## config.mk

```make
export PLATFORM = sky130hd
export DESIGN_NAME = postfix_expression_evaluator_top
export DESIGN_NICKNAME = d
export VERILOG_FILES = /design/src/rtl/pfe_pkg.sv /design/src/rtl/pfe_datapath.sv /design/src/rtl/pfe_ctrl.sv /design/src/rtl/postfix_expression_evaluator_top.sv
export SDC_FILE = /design/constraint.sdc
export NUM_CORES = 2
export LEC_CHECK = 0
export CAP_MARGIN = 20
export CORE_ASPECT_RATIO = 0.6
export CORE_MARGIN = 8
export CORE_UTILIZATION = 66
export DETAILED_ROUTE_END_ITERATION = 8
export DONT_BUFFER_PORTS = 1
export PLACE_DENSITY = 0.82
export SLEW_MARGIN = 25
export SYNTH_ARGS = -nofsm -noshare
export SYNTH_HDL_FRONTEND = slang
export SYNTH_SLANG_ARGS = --single-unit
```

## constraint.sdc

```tcl
create_clock -name aclk -period 12.2 [get_ports aclk]
set_input_delay 0 -clock aclk [delete_from_list [all_inputs] [get_ports aclk]]
set_output_delay 0 -clock aclk [all_outputs]
set_load 0.05 [all_outputs]
```

## src/rtl/pfe_pkg.sv

```systemverilog
// Shared types, constants and codes for the postfix expression evaluator.
// Used by pfe_ctrl, pfe_datapath and postfix_expression_evaluator_top.
package pfe_pkg;

    localparam int STACK_DEPTH = 16;
    localparam int ADDR_W      = $clog2(STACK_DEPTH);
    localparam int FILL_W      = $clog2(STACK_DEPTH + 1);
    localparam int DATA_W      = 32;
    localparam int STATUS_W    = 3;
    localparam int DIGIT_W     = 4;
    localparam int SYM_W       = 8;
    localparam int CNT_W       = $clog2(DATA_W);

    localparam logic [SYM_W-1:0] CH_ZERO  = 8'h30;
    localparam logic [SYM_W-1:0] CH_NINE  = 8'h39;
    localparam logic [SYM_W-1:0] CH_PLUS  = 8'h2B;
    localparam logic [SYM_W-1:0] CH_MINUS = 8'h2D;
    localparam logic [SYM_W-1:0] CH_STAR  = 8'h2A;
    localparam logic [SYM_W-1:0] CH_SLASH = 8'h2F;
    localparam logic [SYM_W-1:0] CH_CARET = 8'h5E;

    localparam logic [STATUS_W-1:0] ST_OK        = 3'd0;
    localparam logic [STATUS_W-1:0] ST_UNDERFLOW = 3'd1;
    localparam logic [STATUS_W-1:0] ST_OVERFLOW  = 3'd2;
    localparam logic [STATUS_W-1:0] ST_DIVZERO   = 3'd3;
    localparam logic [STATUS_W-1:0] ST_EMPTY     = 3'd4;

    typedef enum logic [2:0] {
        OP_ADD,
        OP_SUB,
        OP_MUL,
        OP_DIV,
        OP_POW
    } op_t;

    // Commands from the controller to the datapath.
    typedef struct packed {
        logic              push;        // load a digit into the top-of-stack register
        logic              push_spill;  // old top moves down into the stack memory
        logic [ADDR_W-1:0] wr_addr;
        logic [DIGIT_W-1:0] digit;
        logic [ADDR_W-1:0] rd_addr;     // address of the second entry from the top
        logic              exec;        // apply op to top and second entry
        op_t               op;
    } dp_cmd_t;

    // Status from the datapath to the controller.
    typedef struct packed {
        logic              busy;        // iterative divide or power in progress
        logic              a_zero;      // top of stack is zero
        logic [DATA_W-1:0] tos;
    } dp_stat_t;

endpackage

```

## src/rtl/pfe_datapath.sv

```systemverilog
// Datapath: top-of-stack register, operand stack memory and the arithmetic units
// (add, subtract, multiply, iterative divide, square-and-multiply power). Uses pfe_pkg.
module pfe_datapath (
    input  logic              aclk,
    input  logic              aresetn,
    input  pfe_pkg::dp_cmd_t  cmd,
    output pfe_pkg::dp_stat_t stat
);

    localparam int DW = pfe_pkg::DATA_W;

    logic [DW-1:0] mem [pfe_pkg::STACK_DEPTH];
    logic [DW-1:0] rd_data_reg;

    logic [DW-1:0] tos_reg,   tos_next;
    logic [DW-1:0] rem_reg,   rem_next;
    logic [DW-1:0] quot_reg,  quot_next;
    logic [DW-1:0] md_reg,    md_next;
    logic          neg_reg,   neg_next;
    logic [DW-1:0] acc_reg,   acc_next;
    logic [DW-1:0] base_reg,  base_next;
    logic [DW-1:0] expo_reg,  expo_next;
    logic [pfe_pkg::CNT_W-1:0] cnt_reg, cnt_next;
    logic          busy_reg,  busy_next;
    logic          is_pow_reg, is_pow_next;

    logic [DW-1:0] op_a, op_b, a_mag, b_mag;
    logic [DW-1:0] mul_x, mul_y, prod, sq;
    logic [DW:0]   rem_sh;
    logic [DW+1:0] trial;
    logic          q_bit;
    logic [DW-1:0] rem_new, quot_new;
    logic [DW-1:0] neg_pow;

    always_ff @(posedge aclk) begin
        if (cmd.push && cmd.push_spill) begin
            mem[cmd.wr_addr] <= tos_reg;
        end
        rd_data_reg <= mem[cmd.rd_addr];
    end

    assign op_a  = tos_reg;
    assign op_b  = rd_data_reg;
    assign a_mag = op_a[DW-1] ? (~op_a + 1'b1) : op_a;
    assign b_mag = op_b[DW-1] ? (~op_b + 1'b1) : op_b;

    // One multiplier shared by the multiply operator and the power accumulator.
    assign mul_x = busy_reg ? acc_reg  : op_b;
    assign mul_y = busy_reg ? base_reg : op_a;
    assign prod  = mul_x * mul_y;
    assign sq    = base_reg * base_reg;

    // One restoring division step per cycle on the magnitudes.
    assign rem_sh   = {rem_reg, quot_reg[DW-1]};
    assign trial    = {1'b0, rem_sh} - {2'b00, md_reg};
    assign q_bit    = ~trial[DW+1];
    assign rem_new  = q_bit ? trial[DW-1:0] : rem_sh[DW-1:0];
    assign quot_new = {quot_reg[DW-2:0], q_bit};

    // Negative exponent: only bases of one and minus one survive.
    always_comb begin
        if (op_b == DW'(1)) begin
            neg_pow = DW'(1);
        end else if (op_b == '1) begin
            neg_pow = op_a[0] ? '1 : DW'(1);
        end else begin
            neg_pow = '0;
        end
    end

    always_comb begin
        tos_next    = tos_reg;
        rem_next    = rem_reg;
        quot_next   = quot_reg;
        md_next     = md_reg;
        neg_next    = neg_reg;
        acc_next    = acc_reg;
        base_next   = base_reg;
        expo_next   = expo_reg;
        cnt_next    = cnt_reg;
        busy_next   = busy_reg;
        is_pow_next = is_pow_reg;

        if (busy_reg) begin
            if (is_pow_reg) begin
                if (expo_reg == '0) begin
                    tos_next  = acc_reg;
                    busy_next = 1'b0;
                end else begin
                    acc_next  = expo_reg[0] ? prod : acc_reg;
                    base_next = sq;
                    expo_next = expo_reg >> 1;
                end
            end else begin
                rem_next  = rem_new;
                quot_next = quot_new;
                cnt_next  = cnt_reg + 1'b1;
                if (cnt_reg == pfe_pkg::CNT_W'(DW - 1)) begin
                    tos_next  = neg_reg ? (~quot_new + 1'b1) : quot_new;
                    busy_next = 1'b0;
                end
            end
        end else if (cmd.exec) begin
            case (cmd.op)
                pfe_pkg::OP_ADD: tos_next = op_b + op_a;
                pfe_pkg::OP_SUB: tos_next = op_b - op_a;
                pfe_pkg::OP_MUL: tos_next = prod;
                pfe_pkg::OP_DIV: begin
                    if (op_a == '0) begin
                        tos_next = '0;
                    end else begin
                        rem_next    = '0;
                        quot_next   = b_mag;
                        md_next     = a_mag;
                        neg_next    = op_a[DW-1] ^ op_b[DW-1];
                        cnt_next    = '0;
                        busy_next   = 1'b1;
                        is_pow_next = 1'b0;
                    end
                end
                default: begin
                    if (op_a[DW-1]) begin
                        tos_next = neg_pow;
                    end else begin
                        acc_next    = DW'(1);
                        base_next   = op_b;
                        expo_next   = op_a;
                        busy_next   = 1'b1;
                        is_pow_next = 1'b1;
                    end
                end
            endcase
        end else if (cmd.push) begin
            tos_next = DW'(cmd.digit);
        end
    end

    always_ff @(posedge aclk) begin
        if (!aresetn) begin
            busy_reg   <= 1'b0;
            is_pow_reg <= 1'b0;
            cnt_reg    <= '0;
        end else begin
            busy_reg   <= busy_next;
            is_pow_reg <= is_pow_next;
            cnt_reg    <= cnt_next;
        end
        tos_reg  <= tos_next;
        rem_reg  <= rem_next;
        quot_reg <= quot_next;
        md_reg   <= md_next;
        neg_reg  <= neg_next;
        acc_reg  <= acc_next;
        base_reg <= base_next;
        expo_reg <= expo_next;
    end

    assign stat.busy   = busy_reg;
    assign stat.a_zero = (tos_reg == '0);
    assign stat.tos    = tos_reg;

endmodule

```

## src/rtl/pfe_ctrl.sv

```systemverilog
// Controller: symbol decode, stack fill count, sticky error code, sequencing
// and the result output register. Uses pfe_pkg; drives pfe_datapath.
module pfe_ctrl (
    input  logic                                aclk,
    input  logic                                aresetn,
    input  logic                                s_valid,
    output logic                                s_ready,
    input  logic [pfe_pkg::SYM_W-1:0]           s_symbol,
    input  logic                                s_end_of_expr,
    output logic                                m_valid,
    input  logic                                m_ready,
    output logic signed [pfe_pkg::DATA_W-1:0]   m_value,
    output logic [pfe_pkg::STATUS_W-1:0]        m_status,
    output pfe_pkg::dp_cmd_t                    cmd,
    input  pfe_pkg::dp_stat_t                   stat
);

    typedef enum logic [1:0] {
        S_IDLE,
        S_EXEC,
        S_WAIT,
        S_EMIT
    } state_t;

    localparam logic [pfe_pkg::FILL_W-1:0] FULL = pfe_pkg::FILL_W'(pfe_pkg::STACK_DEPTH);

    state_t                          state_reg,  state_next;
    logic [pfe_pkg::FILL_W-1:0]      fill_reg,   fill_next;
    logic [pfe_pkg::STATUS_W-1:0]    err_reg,    err_next;
    logic                            last_reg,   last_next;
    pfe_pkg::op_t                    op_reg,     op_next;
    logic                            mv_reg,     mv_next;
    logic [pfe_pkg::DATA_W-1:0]      mval_reg,   mval_next;
    logic [pfe_pkg::STATUS_W-1:0]    mst_reg,    mst_next;

    logic         is_digit, is_op, accept;
    pfe_pkg::op_t op_dec;
    logic [pfe_pkg::SYM_W-1:0] digit_full;

    always_comb begin
        is_op  = 1'b1;
        op_dec = pfe_pkg::OP_ADD;
        unique case (s_symbol)
            pfe_pkg::CH_PLUS:  op_dec = pfe_pkg::OP_ADD;
            pfe_pkg::CH_MINUS: op_dec = pfe_pkg::OP_SUB;
            pfe_pkg::CH_STAR:  op_dec = pfe_pkg::OP_MUL;
            pfe_pkg::CH_SLASH: op_dec = pfe_pkg::OP_DIV;
            pfe_pkg::CH_CARET: op_dec = pfe_pkg::OP_POW;
            default:           is_op  = 1'b0;
        endcase
    end

    assign is_digit   = (s_symbol >= pfe_pkg::CH_ZERO) && (s_symbol <= pfe_pkg::CH_NINE);
    assign digit_full = s_symbol - pfe_pkg::CH_ZERO;
    assign s_ready    = (state_reg == S_IDLE);
    assign accept     = s_valid && s_ready;

    assign cmd.push       = accept && is_digit && (fill_reg != FULL);
    assign cmd.push_spill = (fill_reg != '0);
    assign cmd.wr_addr    = pfe_pkg::ADDR_W'(fill_reg - 1'b1);
    assign cmd.digit      = digit_full[pfe_pkg::DIGIT_W-1:0];
    assign cmd.rd_addr    = pfe_pkg::ADDR_W'(fill_reg - 2'd2);
    assign cmd.exec       = (state_reg == S_EXEC);
    assign cmd.op         = op_reg;

    always_comb begin
        state_next = state_reg;
        fill_next  = fill_reg;
        err_next   = err_reg;
        last_next  = last_reg;
        op_next    = op_reg;
        mv_next    = mv_reg && !m_ready;
        mval_next  = mval_reg;
        mst_next   = mst_reg;

        unique case (state_reg)
            S_IDLE: begin
                if (accept) begin
                    last_next  = s_end_of_expr;
                    state_next = s_end_of_expr ? S_EMIT : S_IDLE;
                    if (is_op) begin
                        if (fill_reg < pfe_pkg::FILL_W'(2)) begin
                            if (err_reg == pfe_pkg::ST_OK) begin
                                err_next = pfe_pkg::ST_UNDERFLOW;
                            end
                        end else begin
                            op_next    = op_dec;
                            state_next = S_EXEC;
                        end
                    end else if (is_digit) begin
                        if (fill_reg == FULL) begin
                            if (err_reg == pfe_pkg::ST_OK) begin
                                err_next = pfe_pkg::ST_OVERFLOW;
                            end
                        end else begin
                            fill_next = fill_reg + 1'b1;
                        end
                    end
                end
            end
            S_EXEC: begin
                fill_next = fill_reg - 1'b1;
                if (op_reg == pfe_pkg::OP_DIV && stat.a_zero && err_reg == pfe_pkg::ST_OK) begin
                    err_next = pfe_pkg::ST_DIVZERO;
                end
                state_next = S_WAIT;
            end
            S_WAIT: begin
                if (!stat.busy) begin
                    state_next = last_reg ? S_EMIT : S_IDLE;
                end
            end
            S_EMIT: begin
                if (!mv_reg || m_ready) begin
                    mv_next   = 1'b1;
                    mval_next = (fill_reg != '0) ? stat.tos : '0;
                    if (err_reg != pfe_pkg::ST_OK) begin
                        mst_next = err_reg;
                    end else if (fill_reg == '0) begin
                        mst_next = pfe_pkg::ST_EMPTY;
                    end else begin
                        mst_next = pfe_pkg::ST_OK;
                    end
                    fill_next  = '0;
                    err_next   = pfe_pkg::ST_OK;
                    state_next = S_IDLE;
                end
            end
            default: state_next = S_IDLE;
        endcase
    end

    always_ff @(posedge aclk) begin
        if (!aresetn) begin
            state_reg <= S_IDLE;
            fill_reg  <= '0;
            err_reg   <= pfe_pkg::ST_OK;
            last_reg  <= 1'b0;
            mv_reg    <= 1'b0;
        end else begin
            state_reg <= state_next;
            fill_reg  <= fill_next;
            err_reg   <= err_next;
            last_reg  <= last_next;
            mv_reg    <= mv_next;
        end
        op_reg   <= op_next;
        mval_reg <= mval_next;
        mst_reg  <= mst_next;
    end

    assign m_valid  = mv_reg;
    assign m_value  = mval_reg;
    assign m_status = mst_reg;

endmodule

```

## src/rtl/postfix_expression_evaluator_top.sv

```systemverilog
// Postfix expression evaluator: one character per transaction, 32-bit wrapping integers.
// A digit or ignored character is handled as it is accepted; an operator goes through an
// execute and a wait state, in which / runs one restoring step per cycle over 32 quotient
// bits and ^ one square-and-multiply step per exponent bit. The character marked last also
// loads the result register. Characters are taken one at a time.
// Synchronous active-low reset (aresetn) empties the stack, clears the error and m_valid.
module postfix_expression_evaluator_top (
    input  logic                                aclk,
    input  logic                                aresetn,
    input  logic                                s_valid,
    output logic                                s_ready,
    input  logic [pfe_pkg::SYM_W-1:0]           s_symbol,
    input  logic                                s_end_of_expr,
    output logic                                m_valid,
    input  logic                                m_ready,
    output logic signed [pfe_pkg::DATA_W-1:0]   m_value,
    output logic [pfe_pkg::STATUS_W-1:0]        m_status
);

    // The controller owns the fill count, the first-error code and the result register.
    // The datapath keeps the top of the stack in a register and the entries below it in a
    // small memory, so an operator needs only one memory read, for the second entry.
    pfe_pkg::dp_cmd_t  dp_cmd;
    pfe_pkg::dp_stat_t dp_stat;

    pfe_ctrl u_ctrl (
        .aclk          (aclk),
        .aresetn       (aresetn),
        .s_valid       (s_valid),
        .s_ready       (s_ready),
        .s_symbol      (s_symbol),
        .s_end_of_expr (s_end_of_expr),
        .m_valid       (m_valid),
        .m_ready       (m_ready),
        .m_value       (m_value),
        .m_status      (m_status),
        .cmd           (dp_cmd),
        .stat          (dp_stat)
    );

    // The divide and power units run here while the controller waits on the busy flag.
    pfe_datapath u_datapath (
        .aclk    (aclk),
        .aresetn (aresetn),
        .cmd     (dp_cmd),
        .stat    (dp_stat)
    );

    // No new transaction may be taken while an iterative unit is still working.
    a_no_accept_when_busy: assert property (@(posedge aclk) disable iff (!aresetn)
        dp_stat.busy |-> !s_ready)
        else $error("input accepted while the arithmetic unit is busy");

    // An operator is applied in the cycle after its transaction was accepted.
    a_exec_follows_accept: assert property (@(posedge aclk) disable iff (!aresetn)
        dp_cmd.exec |-> $past(s_valid && s_ready))
        else $error("operator executed without a preceding input transaction");

    // A digit is pushed only in the cycle its transaction is accepted.
    a_push_on_accept: assert property (@(posedge aclk) disable iff (!aresetn)
        dp_cmd.push |-> (s_valid && s_ready))
        else $error("digit pushed outside an input transaction");

    // The result status is always one of the defined codes.
    a_status_code: assert property (@(posedge aclk) disable iff (!aresetn)
        m_valid |-> (m_status == pfe_pkg::ST_OK || m_status == pfe_pkg::ST_UNDERFLOW ||
                     m_status == pfe_pkg::ST_OVERFLOW || m_status == pfe_pkg::ST_DIVZERO ||
                     m_status == pfe_pkg::ST_EMPTY))
        else $error("undefined result status code");

endmodule

```

==> flow_summary.yaml <==
route:
  drtPass1Iterations: 9
  drt-met1-wl_um: 81300
  met3_length_um: 38700
  viasPerCell: 6.53
  post_drt_wl_per_cell_um: 29.0
  antenna_left: 0
  met2_length_um: 82900
  top_layer: "met5"
  drt-initial-drc-count: 7177
  routed_wl_um: 212000
  via_count: 47900
  drc_errors: 0
final_layout:
  area_growth_pct: 6.97
  largest_reg_flops: 512
  seq_area_mm2: 0.0243
  regMostFlops: "u_datapath.mem"
  multi_input_comb_area_mm2: 0.0384
  n_fill_cell: 6930
  final_nets: 7043
  drive_above_1_share_pct: 8.97
synthesis:
  syn_inst: 5946
  yosysTopAreaCellShare_pct: 34.7
  synthesis.nets: 7063
  ys_types: 79
  yosysSeqAreaShare_pct: 36.2
  synth_area_leaders: "edfxtp_1 (35%), fa_1 (23%), ha_1 (6.1%), mux4_2 (5.4%), inv_1 (5.3%)"
  yosysWarningCount: 0
  synth_edf_count: 774
  avgSynthCellArea_um2: 11.3
  synth_seq_cells: 824
  synth_area_mm2: 0.0670
  ys.flop_type: "edfxtp_1"
  synth_top_area_cell: "edfxtp_1"
  synthArstFlopShare_pct: 0
timing:
  relSlewSlack_pct: 18.2
  finalClockSkew_ns: 0.0683
  finalHoldViolCount: 0
  setup_violations: 0
  setup_tns_ns: 0
  period_needed_ns: 9.67
  worst_slew_pin_slew_ns: 1.23
  finalCritPeriodShare_pct: 79.2
  rsz0062_at_grt: "no"
  fmax_mhz: 103
  report.final.slew_viol_count: 0
die:
  rows: 90
  die_height_um: 263
  ioPinCount: 50
  initial_core_util_pct: 66.6
  dieWidth_um: 427
  core_mm2: 0.101
  die_area_mm2: 0.112
setup_path:
  crit_slowest_cell: "dfxtp_4"
  arrival_ns: 10.05
  rrSetupSlack_ns: 2.53
  cpMostUsedCell: "fa_1"
  r2r_cells: 25
  crit_path_max_fanout: 56
  reg2reg_from: "u_datapath.busy_reg"
  endpoint_kind: "flip-flop"
  rr_endpoint: "u_datapath.op_a[30]"
  crit_path_start_kind: "flip-flop"
  slowest_delay_ns: 0.85
  cp.required_ns: 12.59
  crit_type: "reg -> reg"
run_status:
  outcome: "finished, final reports clean"
grt:
  grt_max_degree: 144
  grt_use_total_pct: 37.9
  first_global_vias: 47900
  antenna_found_initial: 8
  gr-total-overflow: 0
  grt_pass1_wl_um: 314000
placement:
  gp_congestion: 1.06
  port-buffer-count: 0
  place_hpwl_um: 153000
min_path:
  hold_end: "u_datapath.op_a[31]"
  worstHoldPathCells: 3
  hp-start: "s_valid"
  hp-class: "in -> reg"
clock_network:
  cts_tree: "yes"
  cts.sinks: 824
  path_clk_slew_ns: 0.07
  ctsResizeCount: 0
  clock_path_buffers: 3
  clkLatencyLatePin_ns: 0.70
  postCtsSetupBuffers: 0
  numCtsBuffers: 77
  clock_tree.root_cell: "clkbuf_16"
  htreeDepth: 3
flow_run:
  maxCapViolCount: 0
stage by stage:
stage / worst slack, ns / area [um2] / hold slack, ns / std cells / util, %
floorplan: 3.29 / 67000 / 0.145 / 5946 / -
global placement: 2.98 / 68900 / 0.144 / 7163 / 68.6
detailed placement: 2.90 / 69000 / 0.145 / 7163 / 68.6
CTS: 2.83 / 71600 / 0.00686 / 7319 / 71.2
finish: 2.53 / 71700 / 0.0536 / 7328 / 71.3
global route: 2.22 / 71700 / 0.0444 / 7325 / 71.3
repair_timing:
item | in CTS | in global routing
hold endpoints to repair | 28 | 0
hold buffers | 17 | 0
setup endpoints to repair | 0 | 0
layer usage:
layer | global-route usage, % | vias to the layer above
met5 | 0.964 | -
met4 | 13.1 | 6
met3 | 17.8 | 622
met2 | 49.5 | 3949
met1 | 55.4 | 23700
li1 | - | 19600
worst max-delay path: cells and delay by family, from the launching register on:
family	cells	cell delay (ns)
and+or+nand+nor	3	1.20
DFF	1	0.85
AOI/OAI and AO/OA	9	2.24
buffers and inverters	4	1.37
muxes	1	0.22
adders and majority gates	8	3.42
kinds of logic (layout without fill, tap and decap cells):
logic type / count (synthesis) / after routing / share of synthesized area [%]
flip-flops: 824 / 824 / 36.2
XOR/XNOR: 298 / 298 / 3.94
AO/OA/AOI/OAI: 621 / 621 / 5.90
AND/OR/NAND/NOR: 1618 / 1618 / 10.8
adder cells (fa/ha/maj): 1104 / 1104 / 29.3
other: 0 / 8 / 0
buffers and inverters: 1213 / 1253 / 6.84
multiplexers: 268 / 268 / 7.08
final cells by class:
class	count	area share [%]
Clock buffer	99	2.89
Timing Repair Buffer	164	1.82
Antenna cell	8	0.0279
Inverter	950	4.98
Sequential cell	824	33.8
Clock inverter	40	0.590
Multi-Input combinational cell	3909	53.5
Tap cell	1334	2.33
how the worst max path moves through the flow:
stage | start | endpoint | cells after the start
after CTS | u_datapath.busy_reg | u_datapath.op_a[30] | 26
after detailed placement | u_datapath.busy_reg | u_datapath.op_a[30] | 26
after floorplan | u_datapath.busy_reg | u_datapath.op_a[30] | 34
after global placement | u_datapath.busy_reg | u_datapath.op_a[29] | 23
after global routing | u_datapath.busy_reg | u_datapath.op_a[29] | 26
final | u_datapath.busy_reg | u_datapath.op_a[30] | 25
cell usage in the layout (no fill, tap or decap), types with 24 or more instances in the layout:
cell type and count:
xnor2_1 170, o31ai_1 36, mux4_2 160, buf_4 145
o21ai_0 161, mux2i_1 43, inv_1 948, ha_1 326
nor2b_1 56, a21o_1 40, nand2b_1 35, nor2_1 450
or3_1 32, edfxtp_1 774, clkbuf_16 77, nand3_1 35
fa_1 777, nor3_1 44, dfxtp_1 47, a21oi_1 169
mux2_2 47, xor2_1 125, and2_1 142, o21a_1 28
a211oi_1 24, nand2_1 692
synthesized netlist by cell type, drive strengths merged (61+ instances only):
| cell type | instances |
|---|---|
| fa | 777 |
| mux2i | 61 |
| o21ai | 164 |
| xor2 | 126 |
| inv | 948 |
| ha | 327 |
| a21oi | 170 |
| nor2 | 454 |
| mux4 | 160 |
| and2 | 157 |
| nand2 | 694 |
| clkbuf | 216 |
| xnor2 | 170 |
| edfxtp | 774 |
Power is not shown: default switching activity piles up to over one toggle a cycle in this logic, so the estimate is an artifact.
